**src/one_bpp_bit_aligned_blit_core_macros.svh**
```systemverilog
// assertion macros for the 1bpp blit core
`ifndef ONE_BPP_BIT_ALIGNED_BLIT_CORE_MACROS_SVH
`define ONE_BPP_BIT_ALIGNED_BLIT_CORE_MACROS_SVH
`ifndef SYNTHESIS
`define BLT_ASSERT(label, clk, rst_n, prop) \
  label: assert property (@(posedge clk) disable iff (!rst_n) prop) else $error("%m failed");
`define BLT_ASSERT_NEXT(label, clk, rst_n, cond, prop) \
  label: assert property (@(posedge clk) disable iff (!rst_n) cond |=> prop) else $error("%m failed");
`else
`define BLT_ASSERT(label, clk, rst_n, prop)
`define BLT_ASSERT_NEXT(label, clk, rst_n, cond, prop)
`endif
`endif

```
**src/blt_pkg.sv**
```systemverilog
// shared types and constants of the 1bpp blit core
`timescale 1ns / 1ps
package blt_pkg;
  localparam int SrcWordsPerRow = 20;
  localparam int SrcRows = 480;
  localparam int DstWordsPerRow = 20;
  localparam int DstRows = 480;
  localparam int AddrW = 14;
  localparam int WordW = 32;

  typedef enum logic [2:0] {
    FN_WR_SRC = 3'd0,
    FN_RD_SRC = 3'd1,
    FN_WR_DST = 3'd2,
    FN_RD_DST = 3'd3,
    FN_BLIT   = 3'd4
  } func_e;

  // one classified command handed from front to back
  typedef struct packed {
    logic [2:0]  func;
    logic        in_range;
    logic [13:0] addr;
    logic [31:0] data;
    logic [9:0]  src_x;
    logic [8:0]  src_y;
    logic [9:0]  dst_x;
    logic [8:0]  dst_y;
    logic [9:0]  width;
    logic [8:0]  height;
    logic        empty;
  } cmd_t;
endpackage

```
**src/blt_front.sv**
```systemverilog
// front: accepts commands, classifies them, pushes into a two entry queue
`timescale 1ns / 1ps
module blt_front import blt_pkg::*; #(
  parameter int SrcDepth = SrcWordsPerRow * SrcRows,
  parameter int DstDepth = DstWordsPerRow * DstRows
) (
  input  logic        clk_i,
  input  logic        rst_ni,
  input  logic        push_i,
  input  logic [2:0]  func_i,
  input  logic [13:0] addr_i,
  input  logic [31:0] data_i,
  input  logic [9:0]  src_x_i,
  input  logic [8:0]  src_y_i,
  input  logic [9:0]  dst_x_i,
  input  logic [8:0]  dst_y_i,
  input  logic [9:0]  width_i,
  input  logic [8:0]  height_i,
  output logic        full_o,
  output logic        valid_o,
  output cmd_t        cmd_o,
  input  logic        pop_i
);
  cmd_t cmd_d;
  cmd_t fifo_q [2];
  logic       wp_q, rp_q;
  logic [1:0] cnt_q;

  always_comb begin
    cmd_d = '0;
    cmd_d.func = func_i;
    cmd_d.addr = addr_i;
    cmd_d.data = data_i;
    cmd_d.src_x = src_x_i;
    cmd_d.src_y = src_y_i;
    cmd_d.dst_x = dst_x_i;
    cmd_d.dst_y = dst_y_i;
    cmd_d.width = width_i;
    cmd_d.height = height_i;
    cmd_d.empty = (width_i == '0) || (height_i == '0);
    unique case (func_i) inside
      FN_WR_SRC, FN_RD_SRC: cmd_d.in_range = (32'(addr_i) < 32'(SrcDepth));
      FN_WR_DST, FN_RD_DST: cmd_d.in_range = (32'(addr_i) < 32'(DstDepth));
      default:              cmd_d.in_range = 1'b0;
    endcase
  end

  always_ff @(posedge clk_i) begin
    if (push_i) begin
      fifo_q[wp_q] <= cmd_d;
    end
  end

  always_ff @(posedge clk_i or negedge rst_ni) begin
    if (!rst_ni) begin
      wp_q <= 1'b0;
      rp_q <= 1'b0;
      cnt_q <= '0;
    end else begin
      if (push_i) begin
        wp_q <= ~wp_q;
      end
      if (pop_i) begin
        rp_q <= ~rp_q;
      end
      cnt_q <= cnt_q + 2'(push_i) - 2'(pop_i);
    end
  end

  assign full_o  = cnt_q[1];
  assign valid_o = cnt_q != '0;
  assign cmd_o   = fifo_q[rp_q];
endmodule

```
**config.mk**
```make
export PLATFORM = sky130hd
export DESIGN_NAME = blt_front
export DESIGN_NICKNAME = d
export VERILOG_FILES = /design/src/one_bpp_bit_aligned_blit_core_macros.svh /design/src/blt_pkg.sv /design/src/blt_front.sv
export SDC_FILE = /design/constraint.sdc
export NUM_CORES = 1
export LEC_CHECK = 0
export BUFFER_PORTS_ARGS = -buffer_cell sky130_fd_sc_hd__buf_2
export CORE_MARGIN = 2
export CORE_UTILIZATION = 49
export CTS_BUF_LIST = sky130_fd_sc_hd__clkbuf_2
export CTS_CLUSTER_DIAMETER = 150
export CTS_CLUSTER_SIZE = 40
export DETAILED_ROUTE_END_ITERATION = 8
export PLACE_DENSITY_LB_ADDON = 0.3
export SETUP_SLACK_MARGIN = 0.4
export SYNTH_ARGS = -nofsm -noshare
export SYNTH_HDL_FRONTEND = slang
export SYNTH_SLANG_ARGS = --single-unit
```
**constraint.sdc**
```tcl
create_clock -name clk_i -period 5.9 [get_ports clk_i]
set_input_delay 0 -clock clk_i [delete_from_list [all_inputs] [get_ports clk_i]]
set_output_delay 0 -clock clk_i [all_outputs]
set_load 0.01 [all_outputs]
```
==> results of run 1 <==
through the flow:
stage / instance area (um^2) / hold WS, ns / instances
floorplan: 8070 / -0.296 / 362
detailed placement: 9400 / -0.188 / 789
global placement: 9400 / -0.190 / 789
logic make-up after synthesis:
group,Yosys count
AOI/OAI and AO/OA,4
xor gates and xnor gates,4
and+or+nand+nor,10
muxes,108
adders and majority gates,2
buffers and inverters,14
DFF,220
==> flow_metrics.py, run 1 <==
metrics = {
    "logic_synthesis": {
        "synthCells": 362,
        "synth_mux_area_share_pct": 15.5,
        "synth_area_leaders": "edfxtp_1 80%, mux2_2 14%, mux2_4 1.9%",
        "synth_edf_count": 216,
        "synth_compound_area_share_pct": 0.372,
        "synth-simple-area-share_pct": 0.667,
        "ys.flop_type": "edfxtp_1",
        "synthTopCellsByCount": "216 x edfxtp_1, 98 x mux2_2, 10 x mux2_4, 9 x buf_2, 4 x dfrtp_1",
        "yosysTopAreaCell": "edfxtp_1",
        "syn_avg_cell_area_um2": 22.3,
        "ys_ff_latch": 220,
        "yosys.area_share.xor_xnor_pct": 0.434,
        "synth_top_family_by_area": "multiplexers",
        "ys_seq_area_share_pct": 81.6,
        "synth_fa_ha_area_share_pct": 0.310,
        "yosys.area.top_type_share_pct": 80.4,
        "syn-num-nets": 474,
        "ys_warn_count": 0,
        "async_flop_share_pct": 1.82,
        "ys_types": 21,
        "synthesis.area_um2": 8070,
        "synth.most_common_cell": "edfxtp_1",
    },
    "die": {
        "io_pins": 220,
        "die_y_um": 132,
        "start_util_pct": 50.4,
        "fp.dieW_um": 132,
        "fp-row-count": 46,
    },
    "placement": {
        "port_buffers": 219,
        "dpl.hpwl_mm": 9.82,
        "pre_cts_ws_ns": 3.61,
        "gp_congestion": 0.791,
    },
    "status": {
        "status": "did not finish",
        "failed_stage": "clock tree synthesis",
        "error": "[ERROR RSZ-0060] Max buffer count reached.",
    },
    "clock_network": {
        "post_cts_buffers": 0,
        "cts_htree_levels": 1,
        "holdBufCountCts": 161,
        "clkSinkCount": 220,
        "cts_buffers": 9,
        "cts_resized": 0,
        "clockBufferDepth": 3,
        "root_buffer": "clkbuf_2",
    },
}
==> run 2: changes to the inputs <==
Settings changed: CORE_UTILIZATION 49 to 40, CTS_BUF_LIST sky130_fd_sc_hd__clkbuf_2 to unset, CTS_CLUSTER_DIAMETER 150 to unset, CTS_CLUSTER_SIZE 40 to unset, PLACE_DENSITY_LB_ADDON 0.3 to 0.15, SETUP_SLACK_MARGIN 0.4 to unset.
Clock period 5.9 ns to 7.7 ns, I/O delays scaled along.
==> flow_metrics.py, run 2 <==
metrics = {
    "timing": {
        "tightest_slew_ns": 0.838,
        "rsz0062_at_grt": "false",
        "min_period_over_period_pct": 36.7,
        "slew_headroom_pct": 44.1,
        "fin_setup_tns_ns": 0,
        "slew_viol_final": 0,
        "fin_skew_ns": 0.0135,
        "period_minus_slack_ns": 2.82,
        "finalSetupViolCount": 0,
        "max_freq_mhz": 354,
        "hold_viol_final": 0,
    },
    "pwr": {
        "comb_power_share_pct": 27.7,
        "ir_drop_v": 0.000181,
        "total_power_mw": 3.74,
        "pwr-share-clk_pct": 27.0,
        "p_leak_nw": 4.28,
        "p_sw_share_pct": 28.3,
        "p_sw_mw": 1.06,
        "p_int_mw": 2.68,
        "cellPowerDensity_nw_per_um2": 333,
        "seqPwrFrac_pct": 45.3,
    },
    "clock_network": {
        "cts_resized": 0,
        "clk_pin_slew_ns": 0.06,
        "cts_htree_levels": 1,
        "root_buffer": "clkbuf_16",
        "clkSinkCount": 220,
        "clock_latency_ns": 0.51,
        "clockBufferDepth": 3,
        "cts_buffers": 23,
        "cts_tree": "built",
    },
    "die": {
        "io_pins": 220,
        "core_area_um2": 19700,
        "die_area_um2": 21300,
        "fp-row-count": 51,
        "fp.dieW_um": 146,
        "start_util_pct": 41.1,
        "die_y_um": 146,
    },
    "cells_and_area": {
        "seq_area_um2": 6590,
        "multi_input_area_um2": 1410,
        "final_cell_mix": "219 x buf_2, 216 x edfxtp_1, 110 x dlygate4sd3_1",
        "nFillCells": 1588,
        "final_common_cell": "buf_2",
        "top_register": "fifo_q",
        "finalNetCount": 820,
        "drive_gt1_share_pct": 50.3,
        "area_growth_pct": 39.4,
        "diodes": 0,
        "largest_reg_flops": 216,
        "reg.largest.list": "fifo_q x216, cnt_q x2",
    },
    "logic_synthesis": {
        "ys_seq_area_share_pct": 81.6,
        "yosys.area.top_type_share_pct": 80.4,
        "synth_edf_count": 216,
        "synth_area_leaders": "edfxtp_1 80%, mux2_2 14%, mux2_4 1.9%",
        "ys_ff_latch": 220,
        "ys_types": 21,
        "synthesis.area_um2": 8070,
        "ys_warn_count": 0,
        "syn-num-nets": 474,
        "synthCells": 362,
        "async_flop_share_pct": 1.82,
        "synthTopCellsByCount": "216 x edfxtp_1, 98 x mux2_2, 10 x mux2_4, 9 x buf_2, 4 x dfrtp_1",
        "syn_avg_cell_area_um2": 22.3,
        "yosysTopAreaCell": "edfxtp_1",
        "ys.flop_type": "edfxtp_1",
        "synth.most_common_cell": "edfxtp_1",
    },
    "global_routing": {
        "grt_pass1_wl_mm": 25.6,
        "grt-ovfl-total": 0,
        "track_usage_pct": 15.0,
        "grt_max_degree": 58,
        "grt_antenna_before_repair": 0,
        "grt_pass1_vias": 5057,
    },
    "worst_setup_path": {
        "startpoint_type": "register",
        "cp-end-kind": "output port",
        "crit_fanout": 57,
        "worstPathRequired_ns": 7.70,
        "arrival_ns": 2.82,
        "worstSetupStartpoint": "rp_q",
        "crit_family": "buffers and inverters",
        "slowest_delay_ns": 0.88,
        "reg2reg_depth": 2,
        "worstPathCellList": "buf_4, mux2_2, buf_2",
        "reg2reg_from": "wp_q",
        "slowest_stage": "dfrtp_4",
        "path_depth": 3,
        "critPathKind": "reg -> out",
        "cp_num_buf_inv": 2,
    },
    "detailed_routing": {
        "dr.pass1.iters": 4,
        "drtAntennaViolNets": 0,
        "vias": 4553,
        "drt-total-wl_mm": 16.5,
        "drcViolationCount": 0,
        "drt_iter0_drc": 195,
        "wl_per_cell_um": 16.7,
        "drt-vias-per-instance": 4.60,
    },
    "min_path": {
        "hp-start": "dst_y_i[2]",
        "worst_hold_path_type": "in -> reg",
        "hold_depth": 2,
    },
    "status": {
        "status": "complete, no violations",
    },
    "placement": {
        "gp_congestion": 0.732,
        "dpl.hpwl_mm": 9.73,
        "port_buffers": 219,
    },
    "run": {
        "cap_violations": 0,
    },
}
==> run 2: path summary, 6_finish.rpt <==
path                                 end  slack, ns
max                           cmd_o[101]       4.88
min                        fifo_q[0][22]       0.22
max reg2reg                fifo_q[1][80]       5.44
min reg2reg                         wp_q       0.55
max in group asynchronous           rp_q       7.06
min in group asynchronous           rp_q       0.43
==> run 2: area by class of cell <==
type | instances | area share [%]
clock inverters | 13 | 0.812
repair buffers | 333 | 19.8
flip-flops and latches | 220 | 58.6
well taps | 265 | 2.95
inverters | 2 | 0.0667
clock buffers | 28 | 5.28
multi-input cells | 128 | 12.5
==> run 2: power groups by stage <==
stage          sequential, mW  clock [mW]  combinational, mW
2_1_floorplan            1.68           0              0.686
5_1_grt                  1.72        1.09               1.11
3_5_place_dp             1.73           0               1.01
3_3_place_gp             1.71           0               1.00
6_report                 1.70        1.01               1.04
4_1_cts                  1.70        1.04               1.06
==> run 2: cells by family after synthesis <==
group	after synthesis	share of synthesized area, %
fa+ha+maj	2	0.310
mux	108	15.5
xor+xnor	4	0.434
buf+inv	14	1.07
flops	220	81.6
compound gates	4	0.372
simple gates	10	0.667
==> run 2: metal layers <==
layer | track usage [%] | up-vias | part of all wire [%]
met5 | 0 | - | 0
met4 | 4.66 | 0 | 2.0
met3 | 3.72 | 27 | 6.8
met2 | 26.7 | 160 | 52
met1 | 17.9 | 2232 | 39
li1 | - | 2134 | -
==> run 2: stage by stage <==
stage	setup WS (ns)	util (%)	std cells	hold WS (ns)	area (um^2)
3_3_place_gp	5.38	48.1	838	-0.185	9460
4_1_cts	4.83	57.2	989	0.190	11200
6_report	4.88	57.2	989	0.216	11200
5_1_grt	4.72	57.2	989	0.210	11200
3_5_place_dp	5.36	48.1	838	-0.184	9460
2_1_floorplan	1.93	-	362	-0.296	8070
==> run 2: repair_timing <==
item | CTS | global route
setup buffers | 0 | 0
endpoints found under the hold margin | 224 | 0
setup endpoints to repair | 0 | 0
hold buffers | 110 | 0
Note: power is estimated with default switching activity, not from simulation.
==> run 3: changes to the inputs <==
Clock period 7.7 ns to 2.8 ns, I/O delays scaled along.
==> flow_metrics.py, run 3 (synthesized netlist as in run 2, its figures left out) <==
metrics = {
    "worst_setup_path": {
        "cp-end-kind": "output port",
        "startpoint_type": "register",
        "worstPathCellList": "buf_4, mux2_2, buf_2",
        "cp_num_buf_inv": 2,
        "critPathKind": "reg -> out",
        "crit_family": "flip-flops",
        "arrival_ns": 2.21,
        "slowest_delay_ns": 0.73,
        "slowest_stage": "dfrtp_4",
        "worstPathRequired_ns": 2.80,
        "crit_fanout": 32,
    },
    "status": {
        "status": "complete, no violations",
    },
    "cells_and_area": {
        "design_area_um2": 11300,
        "area_growth_pct": 40.5,
        "diodes": 0,
        "final_cell_mix": "219 x buf_2, 216 x edfxtp_1, 110 x dlygate4sd3_1",
        "top_register": "fifo_q",
        "nFillCells": 1537,
        "reg.largest.list": "fifo_q x216, cnt_q x2",
        "final_common_cell": "buf_2",
        "largest_reg_flops": 216,
        "finalNetCount": 822,
        "stdcell_count": 991,
        "drive_gt1_share_pct": 50.3,
    },
    "die": {
        "io_pins": 220,
        "start_util_pct": 41.1,
        "fp.dieW_um": 146,
        "die_area_um2": 21300,
        "die_y_um": 146,
        "fp-row-count": 51,
        "core_area_um2": 19700,
    },
    "clock_network": {
        "cts_resized": 0,
        "clock_latency_ns": 0.49,
        "clk_pin_slew_ns": 0.06,
        "cts_htree_levels": 1,
        "clockBufferDepth": 3,
        "clkSinkCount": 220,
        "cts_buffers": 23,
        "cts_tree": "built",
        "root_buffer": "clkbuf_16",
    },
    "pwr": {
        "p_int_mw": 7.60,
        "cellPowerDensity_nw_per_um2": 924,
        "seqPwrFrac_pct": 44.1,
        "p_sw_mw": 2.89,
        "p_sw_share_pct": 27.5,
        "p_leak_nw": 4.33,
        "pwr-share-clk_pct": 27.8,
        "comb_power_share_pct": 28.1,
        "ir_drop_v": 0.000615,
    },
    "placement": {
        "pre_cts_ws_ns": 1.10,
        "dp.cells": 840,
        "post_dp_cell_area_um2": 9520,
        "gp_congestion": 0.732,
        "port_buffers": 219,
        "dpl.hpwl_mm": 10.2,
    },
    "detailed_routing": {
        "drt_iter0_drc": 230,
        "drtAntennaViolNets": 0,
        "dr.pass1.iters": 4,
        "wl_per_cell_um": 16.8,
        "drt-vias-per-instance": 4.58,
        "drcViolationCount": 0,
        "vias": 4543,
        "drt-total-wl_mm": 16.7,
    },
    "timing": {
        "setup_ws_ns": 0.595,
        "tightest_slew_ns": 0.741,
        "rsz0062_at_grt": "false",
        "fin_setup_tns_ns": 0,
        "min_period_over_period_pct": 78.8,
        "hold_viol_final": 0,
        "period_minus_slack_ns": 2.21,
        "fin_skew_ns": 0.0150,
        "slew_headroom_pct": 50.6,
        "max_freq_mhz": 453,
        "finalSetupViolCount": 0,
        "slew_viol_final": 0,
    },
    "global_routing": {
        "grt_antenna_before_repair": 0,
        "grt-ovfl-total": 0,
        "grt_max_degree": 55,
        "track_usage_pct": 15.3,
        "grt_pass1_wl_mm": 25.9,
        "grt_pass1_vias": 5054,
    },
    "min_path": {
        "worst_hold_path_type": "in -> reg",
    },
    "run": {
        "cap_violations": 0,
    },
}
## run 3: power by group through the flow
stage	combinational (mW)	sequential, mW	clock [mW]
CTS	3.00	4.63	2.99
finish	2.95	4.62	2.91
global placement	2.84	4.67	0
detailed placement	2.86	4.70	0
floorplan	1.89	4.56	0
global route	3.19	4.68	3.14
## run 3: worst paths after layout
check,start,end,slack [ns],cells past startpoint
min in group asynchronous,rst_ni,rp_q,0.41,3
worst min register to register,wp_q,wp_q,0.55,1
max in group asynchronous,rst_ni,rp_q,2.21,3
worst max register to register,wp_q,fifo_q[1][81],1.10,2
worst min-delay path,src_x_i[2],fifo_q[1][50],0.23,2
worst max-delay path,rp_q,cmd_o[4],0.59,3
## run 3: repair_timing
item | 4_1_cts | 5_1_grt
endpoints found under the hold margin | 224 | 0
hold buffers | 110 | 0
buffers inserted | 0 | 0
## run 3: per-layer routing
layer  global-route usage [%]  part of all wire (%)  vias to the layer above  routed length [um]
li1                         -                     -                     2142                   -
met4                     4.22                   2.2                        0                 368
met5                        0                     0                        -                   0
met2                     26.8                    51                      164                8440
met3                     4.91                   7.3                       27                1220
met1                     18.3                    40                     2210                6650
## run 3: stage by stage
stage / utilization, % / power (mW) / hold WS [ns]
after detailed placement: 48.4 / 7.56 / -0.194
after global routing: 57.7 / 11.0 / 0.207
after floorplan: - / 6.45 / -0.296
after CTS: 57.7 / 10.6 / 0.207
final: 57.7 / 10.5 / 0.231
after global placement: 48.4 / 7.51 / -0.188
## run 3: layout make-up
type / instances / area (um^2) / share of cell area (%)
Inverter: 2 / 7.51 / 0.0662
Clock buffer: 27 / 591 / 5.21
Timing Repair Buffer: 335 / 2280 / 20.1
Clock inverter: 14 / 134 / 1.18
Sequential cell: 220 / 6590 / 58.1
Multi-Input combinational cell: 128 / 1410 / 12.4
Tap cell: 265 / 332 / 2.92
==> run 4: changes to the inputs <==
Clock period 2.8 ns to 1.8 ns, I/O delays scaled along.
==> flow_metrics.py, run 4 (synthesized netlist as in run 2, its figures left out) <==
metrics = {
    "status": {
        "status": "finished, violations left",
        "violations": "negative setup slack",
    },
    "cells_and_area": {
        "final_common_cell": "edfxtp_1",
        "reg.largest.list": "fifo_q x216, cnt_q x2",
        "finalNetCount": 835,
        "nFillCells": 1520,
        "diodes": 0,
        "final_cell_mix": "216 x edfxtp_1, 215 x buf_2, 110 x dlygate4sd3_1",
        "drive_gt1_share_pct": 51.4,
        "largest_reg_flops": 216,
        "top_register": "fifo_q",
        "area_growth_pct": 43.8,
        "post-route-util_pct": 59.1,
        "multi_input_area_um2": 1420,
        "seq_area_um2": 6590,
        "design_area_um2": 11600,
    },
    "global_routing": {
        "grt_pass1_vias": 5128,
        "track_usage_pct": 15.6,
        "grt_antenna_before_repair": 0,
        "grt_pass1_wl_mm": 26.4,
        "grt-ovfl-total": 0,
        "grt_max_degree": 32,
    },
    "timing": {
        "fin_setup_tns_ns": -0.339,
        "period_minus_slack_ns": 1.82,
        "slew_viol_final": 0,
        "rsz0062_at_grt": "true",
        "tightest_slew_ns": 0.531,
        "setup_ws_ns": -0.0216,
        "fin_skew_ns": 0.00765,
        "slew_headroom_pct": 64.1,
        "finalSetupViolCount": 43,
        "max_freq_mhz": 549,
        "min_period_over_period_pct": 101,
        "timing.hold.ws_ns": 0.230,
        "hold_viol_final": 0,
    },
    "pwr": {
        "ir_drop_v": 0.000890,
        "total_power_mw": 16.9,
        "cellPowerDensity_nw_per_um2": 1450,
        "p_leak_nw": 4.46,
    },
    "die": {
        "fp-row-count": 51,
        "fp.dieW_um": 146,
        "die_y_um": 146,
        "io_pins": 220,
        "die_area_um2": 21300,
        "core_area_um2": 19700,
        "start_util_pct": 41.1,
    },
    "run": {
        "cap_violations": 0,
    },
    "placement": {
        "port_buffers": 219,
        "post_dp_cell_area_um2": 9660,
        "dpl.hpwl_mm": 10.6,
        "gp_congestion": 0.750,
    },
    "clock_network": {
        "clk_pin_slew_ns": 0.06,
        "cts_htree_levels": 1,
        "cts_buffers": 23,
        "cts_tree": "built",
        "clock_latency_ns": 0.49,
        "clockBufferDepth": 3,
        "root_buffer": "clkbuf_16",
        "clkSinkCount": 220,
    },
    "detailed_routing": {
        "vias": 4639,
        "drcViolationCount": 0,
        "drtAntennaViolNets": 0,
        "drt_iter0_drc": 217,
        "dr.pass1.iters": 6,
        "drt-vias-per-instance": 4.62,
        "drt-total-wl_mm": 17.3,
        "wl_per_cell_um": 17.2,
    },
    "worst_setup_path": {
        "startpoint_type": "register",
        "crit_fanout": 12,
        "critPathKind": "reg -> out",
        "worstPathRequired_ns": 1.80,
        "cp-end-kind": "output port",
        "arrival_ns": 1.82,
    },
    "min_path": {
        "worst_hold_path_type": "in -> reg",
    },
}
## run 4: cell types whose count changed in the layout (fill, tap and decap cells not counted), sizes merged
cell / previous run / this run
buf: 225 / 236
bufbuf: 0 / 1
clkbuf: 27 / 29
bufinv: 3 / 2
## run 4: cell type report
type,count,share of cell area [%]
clock buffer,28,5.12
clock inverter,13,0.927
inverter,2,0.0647
multi-input combinational,128,12.2
sequential,220,56.8
tap,265,2.86
timing repair buffer,348,22.1
## run 4: critical path: stages, from the launching register on
cell	delay, ns
dfrtp_4	0.52
buf_4	0.18
clkbuf_16	0.18
mux2_4	0.30
buf_2	0.14
## run 4: repair_timing
item / 4_1_cts / 5_1_grt
buffers inserted: 4 / 0
gates resized for setup: 7 / 1
hold endpoints to repair: 228 / 0
setup endpoints to repair: 69 / 105
hold buffers: 110 / 0
cloned: 1 / 1
## run 4: metrics by stage
| stage | instances | setup WS [ns] |
|---|---|---|
| after floorplan | 362 | -0.650 |
| after global placement | 847 | 0.388 |
| after detailed placement | 847 | 0.389 |
| after CTS | 1003 | -0.0532 |
| after global routing | 1004 | -0.0880 |
| final | 1004 | -0.0216 |
## run 4: path summary, 6_finish.rpt
kind,slack [ns],startpoint,to,depth (start not counted)
max,-0.02,rp_q,cmd_o[91],4
min,0.23,func_i[1],fifo_q[0][106],2
max reg2reg,0.40,wp_q,fifo_q[0][97],2
min reg2reg,0.54,wp_q,wp_q,1
max in group asynchronous,1.20,rst_ni,rp_q,3
min in group asynchronous,0.41,rst_ni,rp_q,3
## run 4: metal layers
metal  global-route usage [%]  vias up  wire length (um)
met2                     27.6      165              8600
met1                     18.5     2273              7070
met3                     4.47       30              1150
met5                        0        -                 0
met4                     4.76        0               476
li1                         -     2171                 -
## run 4: report_power, final
group / total (mW) / leakage (nW) / switching [mW] / internal [mW]
clock network: 4.43 / 0.347 / 1.81 / 2.62
logic: 5.42 / 2.04 / 2.65 / 2.77
registers: 7.04 / 2.07 / 0.244 / 6.79
total: 16.9 / 4.46 / 4.70 / 12.2
